File: src/rtl/lrr_pkg.sv
// ----------------------------------------------------------------------------
// lrr_pkg
// Shared types and constants for the ranged LCG random number block.
// ----------------------------------------------------------------------------
package lrr_pkg;

    // LCG recurrence and draw constants
    localparam logic [31:0] LCG_MULT  = 32'h015A4E35;
    localparam logic [31:0] LCG_INC   = 32'd1;
    localparam logic [30:0] LOW_LIMIT = 31'h7FFF;
    localparam int          LOW_SHIFT = 16;

    // Serial multiplier: one 4-bit digit of the multiplier constant per cycle
    localparam int MUL_DIGIT_W = 4;
    localparam int MUL_STEPS   = 32 / MUL_DIGIT_W;
    localparam int MUL_CNT_W   = $clog2(MUL_STEPS);

    // Serial divider: one quotient bit per cycle
    localparam int DIV_STEPS = 32;
    localparam int DIV_CNT_W = $clog2(DIV_STEPS);

    // Operation codes
    localparam logic [2:0] OP_LOAD    = 3'd0;
    localparam logic [2:0] OP_DRAW    = 3'd1;
    localparam logic [2:0] OP_DRAW_LO = 3'd2;
    localparam logic [2:0] OP_ADVANCE = 3'd3;
    localparam logic [2:0] OP_READ    = 3'd4;

    typedef enum logic [2:0] {
        S_IDLE,
        S_MUL,
        S_PREP,
        S_DIV,
        S_DONE
    } state_t;

    // Status returned by each serial unit
    typedef struct packed {
        logic busy;
        logic done;
    } unit_stat_t;

endpackage

File: src/rtl/lrr_mul.sv
// ----------------------------------------------------------------------------
// lrr_mul
// Digit-serial multiplier by the LCG constant, product taken mod 2^32.
// ----------------------------------------------------------------------------
module lrr_mul
(
    input  logic               clk,
    input  logic               rst_n,
    input  logic               start,
    input  logic [31:0]        mcand,
    output lrr_pkg::unit_stat_t stat,
    output logic [31:0]        product
);

    localparam logic [lrr_pkg::MUL_CNT_W-1:0] LAST_STEP =
        lrr_pkg::MUL_CNT_W'(lrr_pkg::MUL_STEPS - 1);

    logic                           busy_reg, busy_next;
    logic                           done_reg, done_next;
    logic [lrr_pkg::MUL_CNT_W-1:0]  cnt_reg, cnt_next;
    logic [31:0]                    mcand_reg, mcand_next;
    logic [31:0]                    acc_reg, acc_next;
    logic [lrr_pkg::MUL_DIGIT_W-1:0] digit;
    logic [31:0]                    partial;

    assign digit   = lrr_pkg::LCG_MULT[cnt_reg * lrr_pkg::MUL_DIGIT_W +: lrr_pkg::MUL_DIGIT_W];
    assign partial = mcand_reg * 32'(digit);

    always_comb
    begin
        busy_next  = busy_reg;
        done_next  = 1'b0;
        cnt_next   = cnt_reg;
        mcand_next = mcand_reg;
        acc_next   = acc_reg;
        if (start)
        begin
            busy_next  = 1'b1;
            cnt_next   = '0;
            mcand_next = mcand;
            acc_next   = '0;
        end
        else if (busy_reg)
        begin
            // add one shifted digit product, then move to the next digit
            acc_next   = acc_reg + partial;
            mcand_next = mcand_reg << lrr_pkg::MUL_DIGIT_W;
            cnt_next   = cnt_reg + 1'b1;
            if (cnt_reg == LAST_STEP)
            begin
                busy_next = 1'b0;
                done_next = 1'b1;
            end
        end
    end

    always_ff @(posedge clk or negedge rst_n)
    begin
        if (!rst_n)
        begin
            busy_reg <= 1'b0;
            done_reg <= 1'b0;
            cnt_reg  <= '0;
        end
        else
        begin
            busy_reg <= busy_next;
            done_reg <= done_next;
            cnt_reg  <= cnt_next;
        end
    end

    always_ff @(posedge clk)
    begin
        mcand_reg <= mcand_next;
        acc_reg   <= acc_next;
    end

    assign stat.busy = busy_reg;
    assign stat.done = done_reg;
    assign product   = acc_reg;

endmodule

File: src/rtl/lrr_div.sv
// ----------------------------------------------------------------------------
// lrr_div
// Bit-serial restoring divider returning the remainder of a 32-bit
// dividend by a positive 31-bit divisor.
// ----------------------------------------------------------------------------
module lrr_div
(
    input  logic               clk,
    input  logic               rst_n,
    input  logic               start,
    input  logic [31:0]        dividend,
    input  logic [30:0]        divisor,
    output lrr_pkg::unit_stat_t stat,
    output logic [30:0]        remainder
);

    localparam logic [lrr_pkg::DIV_CNT_W-1:0] LAST_STEP =
        lrr_pkg::DIV_CNT_W'(lrr_pkg::DIV_STEPS - 1);

    logic                           busy_reg, busy_next;
    logic                           done_reg, done_next;
    logic [lrr_pkg::DIV_CNT_W-1:0]  cnt_reg, cnt_next;
    logic [31:0]                    dvd_reg, dvd_next;
    logic [30:0]                    dsr_reg, dsr_next;
    logic [30:0]                    rem_reg, rem_next;
    logic [31:0]                    trial;
    logic [32:0]                    diff;

    // bring down the next dividend bit and try a subtract
    assign trial = {rem_reg, dvd_reg[31]};
    assign diff  = {1'b0, trial} - {2'b00, dsr_reg};

    always_comb
    begin
        busy_next = busy_reg;
        done_next = 1'b0;
        cnt_next  = cnt_reg;
        dvd_next  = dvd_reg;
        dsr_next  = dsr_reg;
        rem_next  = rem_reg;
        if (start)
        begin
            busy_next = 1'b1;
            cnt_next  = '0;
            dvd_next  = dividend;
            dsr_next  = divisor;
            rem_next  = '0;
        end
        else if (busy_reg)
        begin
            // restore on a borrow
            if (diff[32])
                rem_next = trial[30:0];
            else
                rem_next = diff[30:0];
            dvd_next = dvd_reg << 1;
            cnt_next = cnt_reg + 1'b1;
            if (cnt_reg == LAST_STEP)
            begin
                busy_next = 1'b0;
                done_next = 1'b1;
            end
        end
    end

    always_ff @(posedge clk or negedge rst_n)
    begin
        if (!rst_n)
        begin
            busy_reg <= 1'b0;
            done_reg <= 1'b0;
            cnt_reg  <= '0;
        end
        else
        begin
            busy_reg <= busy_next;
            done_reg <= done_next;
            cnt_reg  <= cnt_next;
        end
    end

    always_ff @(posedge clk)
    begin
        dvd_reg <= dvd_next;
        dsr_reg <= dsr_next;
        rem_reg <= rem_next;
    end

    assign stat.busy = busy_reg;
    assign stat.done = done_reg;
    assign remainder = rem_reg;

endmodule

File: src/rtl/lcg_ranged_random.sv
// ----------------------------------------------------------------------------
// lcg_ranged_random
// 32-bit linear congruential generator with load, read, advance and
// ranged draw requests.
// ----------------------------------------------------------------------------
// One request is worked on at a time, and every request returns one result
// holding the drawn value and the seed after the request. Load, read and
// draws with a non-positive limit go straight to the result; an advance
// runs the digit-serial multiplier that walks the LCG constant 4 bits per
// cycle; a ranged draw runs the multiplier and then the bit-serial
// restoring divider that forms the remainder. The result sits in an output
// register until taken, and the next request is accepted once the result
// has moved there.
module lcg_ranged_random
(
    input  logic               clk,
    input  logic               rst_n,
    input  logic               in_valid,
    output logic               in_stall,
    input  logic [2:0]         operation,
    input  logic signed [31:0] seed_value,
    input  logic signed [31:0] limit,
    output logic               out_valid,
    input  logic               out_stall,
    output logic [30:0]        draw_value,
    output logic signed [31:0] seed_now
);

    lrr_pkg::state_t     state_reg, state_next;
    lrr_pkg::unit_stat_t mul_stat, div_stat;

    logic        accept;
    logic        lim_ok;
    logic        mul_start, div_start, out_load;
    logic [31:0] mul_product;
    logic [30:0] div_rem;
    logic [31:0] mag;
    logic [31:0] dividend;

    logic [31:0] seed_reg, seed_next;
    logic [30:0] lim_reg, lim_next;
    logic        low_reg, low_next;
    logic        draw_flag_reg, draw_flag_next;
    logic [30:0] res_reg, res_next;
    logic        out_valid_reg, out_valid_next;
    logic [30:0] draw_value_reg, draw_value_next;
    logic [31:0] seed_now_reg, seed_now_next;

    assign accept = in_valid && !in_stall;
    assign lim_ok = !limit[31] && (limit != '0);

    // magnitude of the new seed; the most negative value maps onto itself
    assign mag      = seed_reg[31] ? (~seed_reg + 32'd1) : seed_reg;
    assign dividend = low_reg ? (mag >> lrr_pkg::LOW_SHIFT) : mag;

    lrr_mul u_mul
    (
        .clk     (clk),
        .rst_n   (rst_n),
        .start   (mul_start),
        .mcand   (seed_reg),
        .stat    (mul_stat),
        .product (mul_product)
    );

    lrr_div u_div
    (
        .clk       (clk),
        .rst_n     (rst_n),
        .start     (div_start),
        .dividend  (dividend),
        .divisor   (lim_reg),
        .stat      (div_stat),
        .remainder (div_rem)
    );

    // next state
    always_comb
    begin
        state_next = state_reg;
        case (state_reg)
            lrr_pkg::S_IDLE:
            begin
                if (in_valid)
                begin
                    if (((operation == lrr_pkg::OP_DRAW || operation == lrr_pkg::OP_DRAW_LO)
                         && lim_ok) || operation == lrr_pkg::OP_ADVANCE)
                        state_next = lrr_pkg::S_MUL;
                    else
                        state_next = lrr_pkg::S_DONE;
                end
            end
            lrr_pkg::S_MUL:
            begin
                if (mul_stat.done)
                    state_next = draw_flag_reg ? lrr_pkg::S_PREP : lrr_pkg::S_DONE;
            end
            lrr_pkg::S_PREP:
                state_next = lrr_pkg::S_DIV;
            lrr_pkg::S_DIV:
            begin
                if (div_stat.done)
                    state_next = lrr_pkg::S_DONE;
            end
            lrr_pkg::S_DONE:
            begin
                if (!out_valid_reg || !out_stall)
                    state_next = lrr_pkg::S_IDLE;
            end
            default:
                state_next = lrr_pkg::S_IDLE;
        endcase
    end

    // control outputs
    always_comb
    begin
        in_stall  = 1'b1;
        mul_start = 1'b0;
        div_start = 1'b0;
        out_load  = 1'b0;
        case (state_reg)
            lrr_pkg::S_IDLE:
            begin
                in_stall  = 1'b0;
                mul_start = in_valid &&
                            (((operation == lrr_pkg::OP_DRAW ||
                               operation == lrr_pkg::OP_DRAW_LO) && lim_ok) ||
                             operation == lrr_pkg::OP_ADVANCE);
            end
            lrr_pkg::S_PREP:
                div_start = 1'b1;
            lrr_pkg::S_DONE:
                out_load = !out_valid_reg || !out_stall;
            default:
            begin
                in_stall = 1'b1;
            end
        endcase
    end

    // datapath
    always_comb
    begin
        seed_next       = seed_reg;
        lim_next        = lim_reg;
        low_next        = low_reg;
        draw_flag_next  = draw_flag_reg;
        res_next        = res_reg;
        draw_value_next = draw_value_reg;
        seed_now_next   = seed_now_reg;

        if (accept)
        begin
            res_next       = '0;
            lim_next       = limit[30:0];
            low_next       = (operation == lrr_pkg::OP_DRAW_LO) ||
                             (limit[30:0] < lrr_pkg::LOW_LIMIT);
            draw_flag_next = (operation == lrr_pkg::OP_DRAW ||
                              operation == lrr_pkg::OP_DRAW_LO);
            if (operation == lrr_pkg::OP_LOAD)
                seed_next = seed_value;
        end

        // take the advanced seed
        if (state_reg == lrr_pkg::S_MUL && mul_stat.done)
            seed_next = mul_product + lrr_pkg::LCG_INC;

        if (state_reg == lrr_pkg::S_DIV && div_stat.done)
            res_next = div_rem;

        if (out_load)
        begin
            draw_value_next = res_reg;
            seed_now_next   = seed_reg;
        end

        if (out_load)
            out_valid_next = 1'b1;
        else if (!out_stall)
            out_valid_next = 1'b0;
        else
            out_valid_next = out_valid_reg;
    end

    always_ff @(posedge clk or negedge rst_n)
    begin
        if (!rst_n)
        begin
            state_reg     <= lrr_pkg::S_IDLE;
            seed_reg      <= '0;
            out_valid_reg <= 1'b0;
            draw_flag_reg <= 1'b0;
        end
        else
        begin
            state_reg     <= state_next;
            seed_reg      <= seed_next;
            out_valid_reg <= out_valid_next;
            draw_flag_reg <= draw_flag_next;
        end
    end

    always_ff @(posedge clk)
    begin
        lim_reg        <= lim_next;
        low_reg        <= low_next;
        res_reg        <= res_next;
        draw_value_reg <= draw_value_next;
        seed_now_reg   <= seed_now_next;
    end

    assign out_valid  = out_valid_reg;
    assign draw_value = draw_value_reg;
    assign seed_now   = seed_now_reg;

    // a finished remainder is always below the limit
    assert property (@(posedge clk) disable iff (!rst_n)
        (state_reg == lrr_pkg::S_DIV && div_stat.done) |-> (div_rem < lim_reg))
        else $error("remainder not below limit");

    // both serial units are quiet whenever a request may be accepted
    assert property (@(posedge clk) disable iff (!rst_n)
        (state_reg == lrr_pkg::S_IDLE) |-> (!mul_stat.busy && !div_stat.busy))
        else $error("serial unit busy while idle");

    // the seed holds while the divider works
    assert property (@(posedge clk) disable iff (!rst_n)
        (state_reg == lrr_pkg::S_DIV) |=> $stable(seed_reg))
        else $error("seed changed during divide");

    // a multiplier completion only arrives while waiting for it
    assert property (@(posedge clk) disable iff (!rst_n)
        mul_stat.done |-> (state_reg == lrr_pkg::S_MUL))
        else $error("multiplier finished outside its state");

endmodule

File: config.mk
export PLATFORM = sky130hd
export DESIGN_NAME = lcg_ranged_random
export DESIGN_NICKNAME = d
export VERILOG_FILES = /design/src/rtl/lrr_pkg.sv /design/src/rtl/lrr_mul.sv /design/src/rtl/lrr_div.sv /design/src/rtl/lcg_ranged_random.sv
export SDC_FILE = /design/constraint.sdc
export NUM_CORES = 1
export LEC_CHECK = 0
export CAP_MARGIN = 20
export CELL_PAD_IN_SITES_DETAIL_PLACEMENT = 0
export CELL_PAD_IN_SITES_GLOBAL_PLACEMENT = 2
export CORE_MARGIN = 10
export CORE_UTILIZATION = 43
export DETAILED_ROUTE_END_ITERATION = 10
export DONT_BUFFER_PORTS = 1
export GPL_ROUTABILITY_DRIVEN = 0
export PLACE_DENSITY_LB_ADDON = 0.08
export SLEW_MARGIN = 20
export SYNTH_ARGS = -nofsm -noshare
export SYNTH_HDL_FRONTEND = slang
export SYNTH_SLANG_ARGS = --single-unit
File: constraint.sdc
create_clock -name clk -period 6 [get_ports clk]
set_input_delay 1.2 -clock clk [delete_from_list [all_inputs] [get_ports clk]]
set_output_delay 1.2 -clock clk [all_outputs]
set_load 0.01 [all_outputs]
; ---- Yosys cells after proc, flatten, opt, wreduce, memory -nomap -nowiden
; Index checks and enable logic that the tools add are counted.
[totals]
in_bits = 71
word_cells = 108
out_inout_bits = 65
reg_bits = 333
[op_classes]
shift = 1
eq_ne = 14
order_cmp = 1
n_mul = 1
n_mux = 41
bitwise_logic = 1
addsub = 6
reduce_logical = 23
[op_table]
columns = op, count
row1 = two-way mux 32 bit, 9
row2 = two-way mux 31 bit, 3
row3 = "adder 32 x 1 -> 32 bit, second input constant", 2
row4 = subtractor 32 x 31 -> 33 bit, 1
row5 = adder 32 bit, 1
row6 = multiplier 32 x 4 -> 32 bit, 1
row7 = inverter 32 bit, 1
row8 = nonzero test 32 bit, 1
row9 = "variable part select 32 x 6 -> 4 bit, first input constant", 1
row10 = "< comparator 31 x 15 -> 1 bit, second input constant", 1
row11 = two-way mux 3 bit, 8
row12 = two-way mux 1 bit, 18
row13 = case mux 3 bit (5 select lines), 1
row14 = "== test 3 x 2 -> 1 bit, second input constant", 4
row15 = two-way mux 5 bit, 2
row16 = nonzero test 2 bit, 5
row17 = "== test 3 x 1 -> 1 bit, second input constant", 2
row18 = "== test 3 bit, second input constant", 2
row19 = logical AND 1 bit, 6
row20 = logical NOT 3 bit, 2
row21 = "inequality test 2 x 1 -> 1 bit, second input constant", 3
row22 = "adder 5 x 1 -> 5 bit, second input constant", 1
row23 = "== test 5 bit, second input constant", 1
row24 = logical OR 1 bit, 4
row25 = other kinds (5), 8

; ---- Depth between registers and ports, before layout
[depth]
depth_word = 7
depth_mapped = 23
depth_no_buf = 21

; ---- Cells and area by module
; A second synthesis with hierarchy kept.
[unflattened]
hier_cells = 1984
area_unflattened_um2 = 20772.4
[modules_own_cells]
columns = module, cells_per_inst, instances, seq_area_each_um2, area_per_inst_um2
row1 = lcg_ranged_random, 633, 1, 4709.5, 7524.7
row2 = lrr_mul, 805, 1, 1726.7, 7499.7
row3 = lrr_div, 546, 1, 2687.6, 5748.0

; ---- Worst setup path after synthesis
; No wires, ideal clock.
[synth_path]
kind = flip-flop to flip-flop
startpoint = reg u_mul.cnt_reg[0] (netlist bit)
endpoint = reg u_mul.acc_reg[30] (netlist: u_mul.product[30])
period_less_slack_ns = 5.106
path_slack_ns = 0.894
stages_incl_launch_ff = 22
t_required_ns = 5.914
setup_time_ns = 0.086
t_arrival_ns = 5.020
path_cell_list = dfrtp_1 > inv_1 > ha_1 > inv_1 > o21ai_0 > clkbuf_1 > clkbuf_1 > nand2_1 > fa_1 > fa_1 > fa_1 > inv_1 > ha_1 > o21ai_0 > o21ai_0 > a32oi_1 > or2_2 > a31oi_1 > a221oi_1 > a21oi_1 > xnor2_1 > a211oi_1
[synth_via]
elab_chain_len = 3
[synth_lines]
columns = item, line_no
row1 = start: declaration, lrr_mul.sv:20  ; logic [lrr_pkg::MUL_CNT_W-1:0] cnt_reg, cnt_next;
row2 = start signal: assignment, lrr_mul.sv:69  ; cnt_reg <= cnt_next;
row3 = variable part select 32 x 6 -> 4 bit, lrr_mul.sv:26  ; assign digit = lrr_pkg::LCG_MULT[cnt_reg * lrr_pkg::MUL_DIGIT_W +: lrr_pkg::MUL_DIGIT_W];
row4 = multiplier 32 x 4 -> 32 bit, lrr_mul.sv:27  ; assign partial = mcand_reg * 32'(digit);
row5 = adder 32 bit, lrr_mul.sv:46  ; acc_next = acc_reg + partial;
row6 = end signal: assignment, lrr_mul.sv:76  ; acc_reg <= acc_next;
row7 = end: declaration, lrr_mul.sv:22  ; logic [31:0] acc_reg, acc_next;
; Every way passes these cells.
; A chain may end at the register's enable or synchronous reset.

; ---- Worst setup path in the final report
[layout_path]
startpoint = reg u_mul.cnt_reg[0] (netlist bit)
endpoint = reg u_mul.acc_reg[31] (netlist: u_mul.product[31])
; Same word-level chain as after synthesis.

==> impl_metrics.yaml <==
clock_tree:
  root_buffer: "clkbuf_16"
  htree_levels: 2
  clock_sinks: 333
  cts_setup_buffers: 0
  cts_made_buffers: 40
  clock_path_buffers: 3
  cts_tree: "yes"
  cts-resized-gates: 0
  clk_latency_ns: 0.58
  clk_pin_slew_ns: 0.06
  ctsHoldBuffers: 0
worst_setup_path:
  crit_type: "reg2reg"
  critPathMaxFanout: 22
  endpoint_kind: "flip-flop"
  cp.required_ns: 6.48
  critPathArrivalTime_ns: 5.99
  start_kind: "flip-flop"
detailed_routing:
  wl_per_cell_um: 20.7
  wirelength_um: 52100
  vias: 13300
  drtAntennaViolNets: 0
  drt-initial-drc-count: 827
  via_per_inst: 5.30
  drc: 0
  firstDrtPassIters: 6
cells_and_area:
  nets: 2118
  diodes: 0
  nFillCells: 4310
  syn_to_final_growth_pct: 10.5
  finalNonFillerCells: 2516
  layout-drive-gt1-share: 0.0746
timing:
  worstMarginPinSlew_ns: 1.07
  max_freq_ghz: 0.181
  final-setup-viol-count: 0
  fin_hold_ws_ns: 0.331
  slew_violations: 0
  hold_viol_final: 0
  period_minus_slack_ns: 5.51
  tns_ns: 0
  setup_ws_ns: 0.487
  rsz0062_at_grt: "no"
  clock_skew_ns: 0.0165
  max_slew_margin: 0.287
  period_share: 0.919
logic_synthesis:
  syn_area_um2: 19800
  post_synth.cell_area_avg_um2: 10.5
  async_reset_ff_frac: 0.147
  yosys-top-cells-count: "221 x edfxtp_1, 198 x inv_1, 157 x nand2_1, 139 x and2_1, 135 x o21ai_0"
  synth_top_area_frac: 0.335
  synth_edf_count: 221
  yosysMostFrequentCell: "edfxtp_1"
  ys_warn_count: 0
  yosysSeqAreaShare: 0.461
  yosys-top-cells-area: "edfxtp_1 34%, fa_1 8.8%, dfxtp_1 6.4%"
  ys_ff_latch: 333
  syn-instance-count: 1888
  yosysTopAreaCell: "edfxtp_1"
  synth_nets: 2122
  synth_ff_type: "edfxtp_1"
  synth_cell_types: 64
floorplan:
  dieArea_um2: 55000
  die_height_um: 235
  ios: 136
  die_w_um: 235
  core_um2: 45500
  start_util: 0.436
  num_rows: 78
placement:
  portBuffers: 0
  placedCellCount: 2442
  post-place-ws_ns: 0.0865
  hpwlAfterDp_um: 39400
global_route:
  antenna_found_initial: 6
  grt_usage: 0.188
  gr-total-overflow: 0
  grt_pass1_wl_um: 81900
  grt_max_degree: 67
  grt_pass1_vias: 13500
run:
  maxCapViolations: 0
outcome:
  status: "completed"
hold_path:
  hp-class: "in2async"
[cells in the final DEF, fill, tap and decap left out, types with 6 or more instances in the layout]
cell,n
edfxtp_1,221
inv_1,198
nand2_1,157
and2_1,139
o21ai_0,131
nor2_1,97
fa_1,87
xnor2_1,78
a21oi_1,77
ha_1,76
mux2i_1,64
dfxtp_1,63
dfrtp_1,49
nand3_1,44
clkbuf_16,41
xor2_1,30
mux2_2,29
buf_4,26
nor3_1,24
a21o_1,22
a211oi_1,19
or3_1,18
nor4_1,16
nand2b_1,13
nand4_1,10
and3_1,10
o21bai_1,9
o31ai_1,8
o21a_1,8
or2_2,7
a31oi_1,7
nor3b_1,7
clkbuf_1,7
or4_1,6
o41ai_1,6
o31a_1,6
o211ai_1,6
clkinv_2,6
[worst max-delay path, cell delays in order (launching register included)]
cell      delay [ns]
dfrtp_1         0.42
inv_1           0.10
ha_1            0.32
inv_1           0.05
o21ai_1         0.11
buf_4           0.19
buf_4           0.25
and2_1          0.17
fa_1            0.45
fa_1            0.58
inv_1           0.06
fa_1            0.51
inv_1           0.04
ha_1            0.39
and4_1          0.26
nor2b_1         0.19
nand2_1         0.08
a21o_1          0.17
a21o_1          0.19
a31oi_2         0.22
nor4bb_2        0.32
nor4_1          0.09
nor4_1          0.24
[kinds of logic after synthesis]
kind of cell	Yosys count	share of synthesized area
AO/OA/AOI/OAI	346	0.107
adder cells (fa/ha/maj)	164	0.136
XOR/XNOR	108	0.0478
flip-flops	333	0.461
buffers and inverters	271	0.0516
AND/OR/NAND/NOR	573	0.147
multiplexers	93	0.0488
[worst paths after layout]
path,endpoint,startpoint,depth (start not counted),slack (ns)
worst min-delay path,seed_reg[25]$_DFFE_PN0P_,rst_n,0,0.33
min in group clk,draw_value[4]$_DFFE_PP_,res_reg[4]$_SDFFCE_PN0P_,0,0.41
max in group asynchronous,seed_reg[10]$_DFFE_PN0P_,rst_n,0,5.53
worst max-delay path,u_mul.product[31]$_SDFFE_PP0P_,u_mul.cnt_reg[0]$_DFFE_PN0P_,22,0.49
worst max register to register,u_mul.product[31]$_SDFFE_PP0P_,u_mul.cnt_reg[0]$_DFFE_PN0P_,22,0.49
worst min register to register,draw_value[4]$_DFFE_PP_,res_reg[4]$_SDFFCE_PN0P_,0,0.41
[final cells by class]
class | count | area [um2] | share of cell area
Clock buffer | 49 | 1070 | 0.0487
Clock inverter | 25 | 256 | 0.0117
Inverter | 199 | 747 | 0.0341
Multi-Input combinational cell | 1284 | 9740 | 0.445
Sequential cell | 333 | 9120 | 0.417
Tap cell | 600 | 751 | 0.0343
Timing Repair Buffer | 26 | 195 | 0.00892
[per-layer routing]
metal / share of wire / up-vias / wire length, um / global-route usage
li1: - / 6531 / - / -
met1: 0.44 / 6468 / 23000 / 0.241
met2: 0.48 / 238 / 24900 / 0.307
met3: 0.050 / 98 / 2610 / 0.0444
met4: 0.031 / 12 / 1600 / 0.0618
met5: 0.0014 / - / 73 / 0
[per-stage QoR]
step / cell area [um2] / utilization
6_report: 21900 / 0.481
5_1_grt: 21900 / 0.481
4_1_cts: 21800 / 0.480
3_5_place_dp: 20500 / 0.451
3_3_place_gp: 20500 / 0.451
2_1_floorplan: 19800 / -
Power is not shown: default switching activity piles up to over one toggle a cycle in this logic, so the estimate is an artifact.
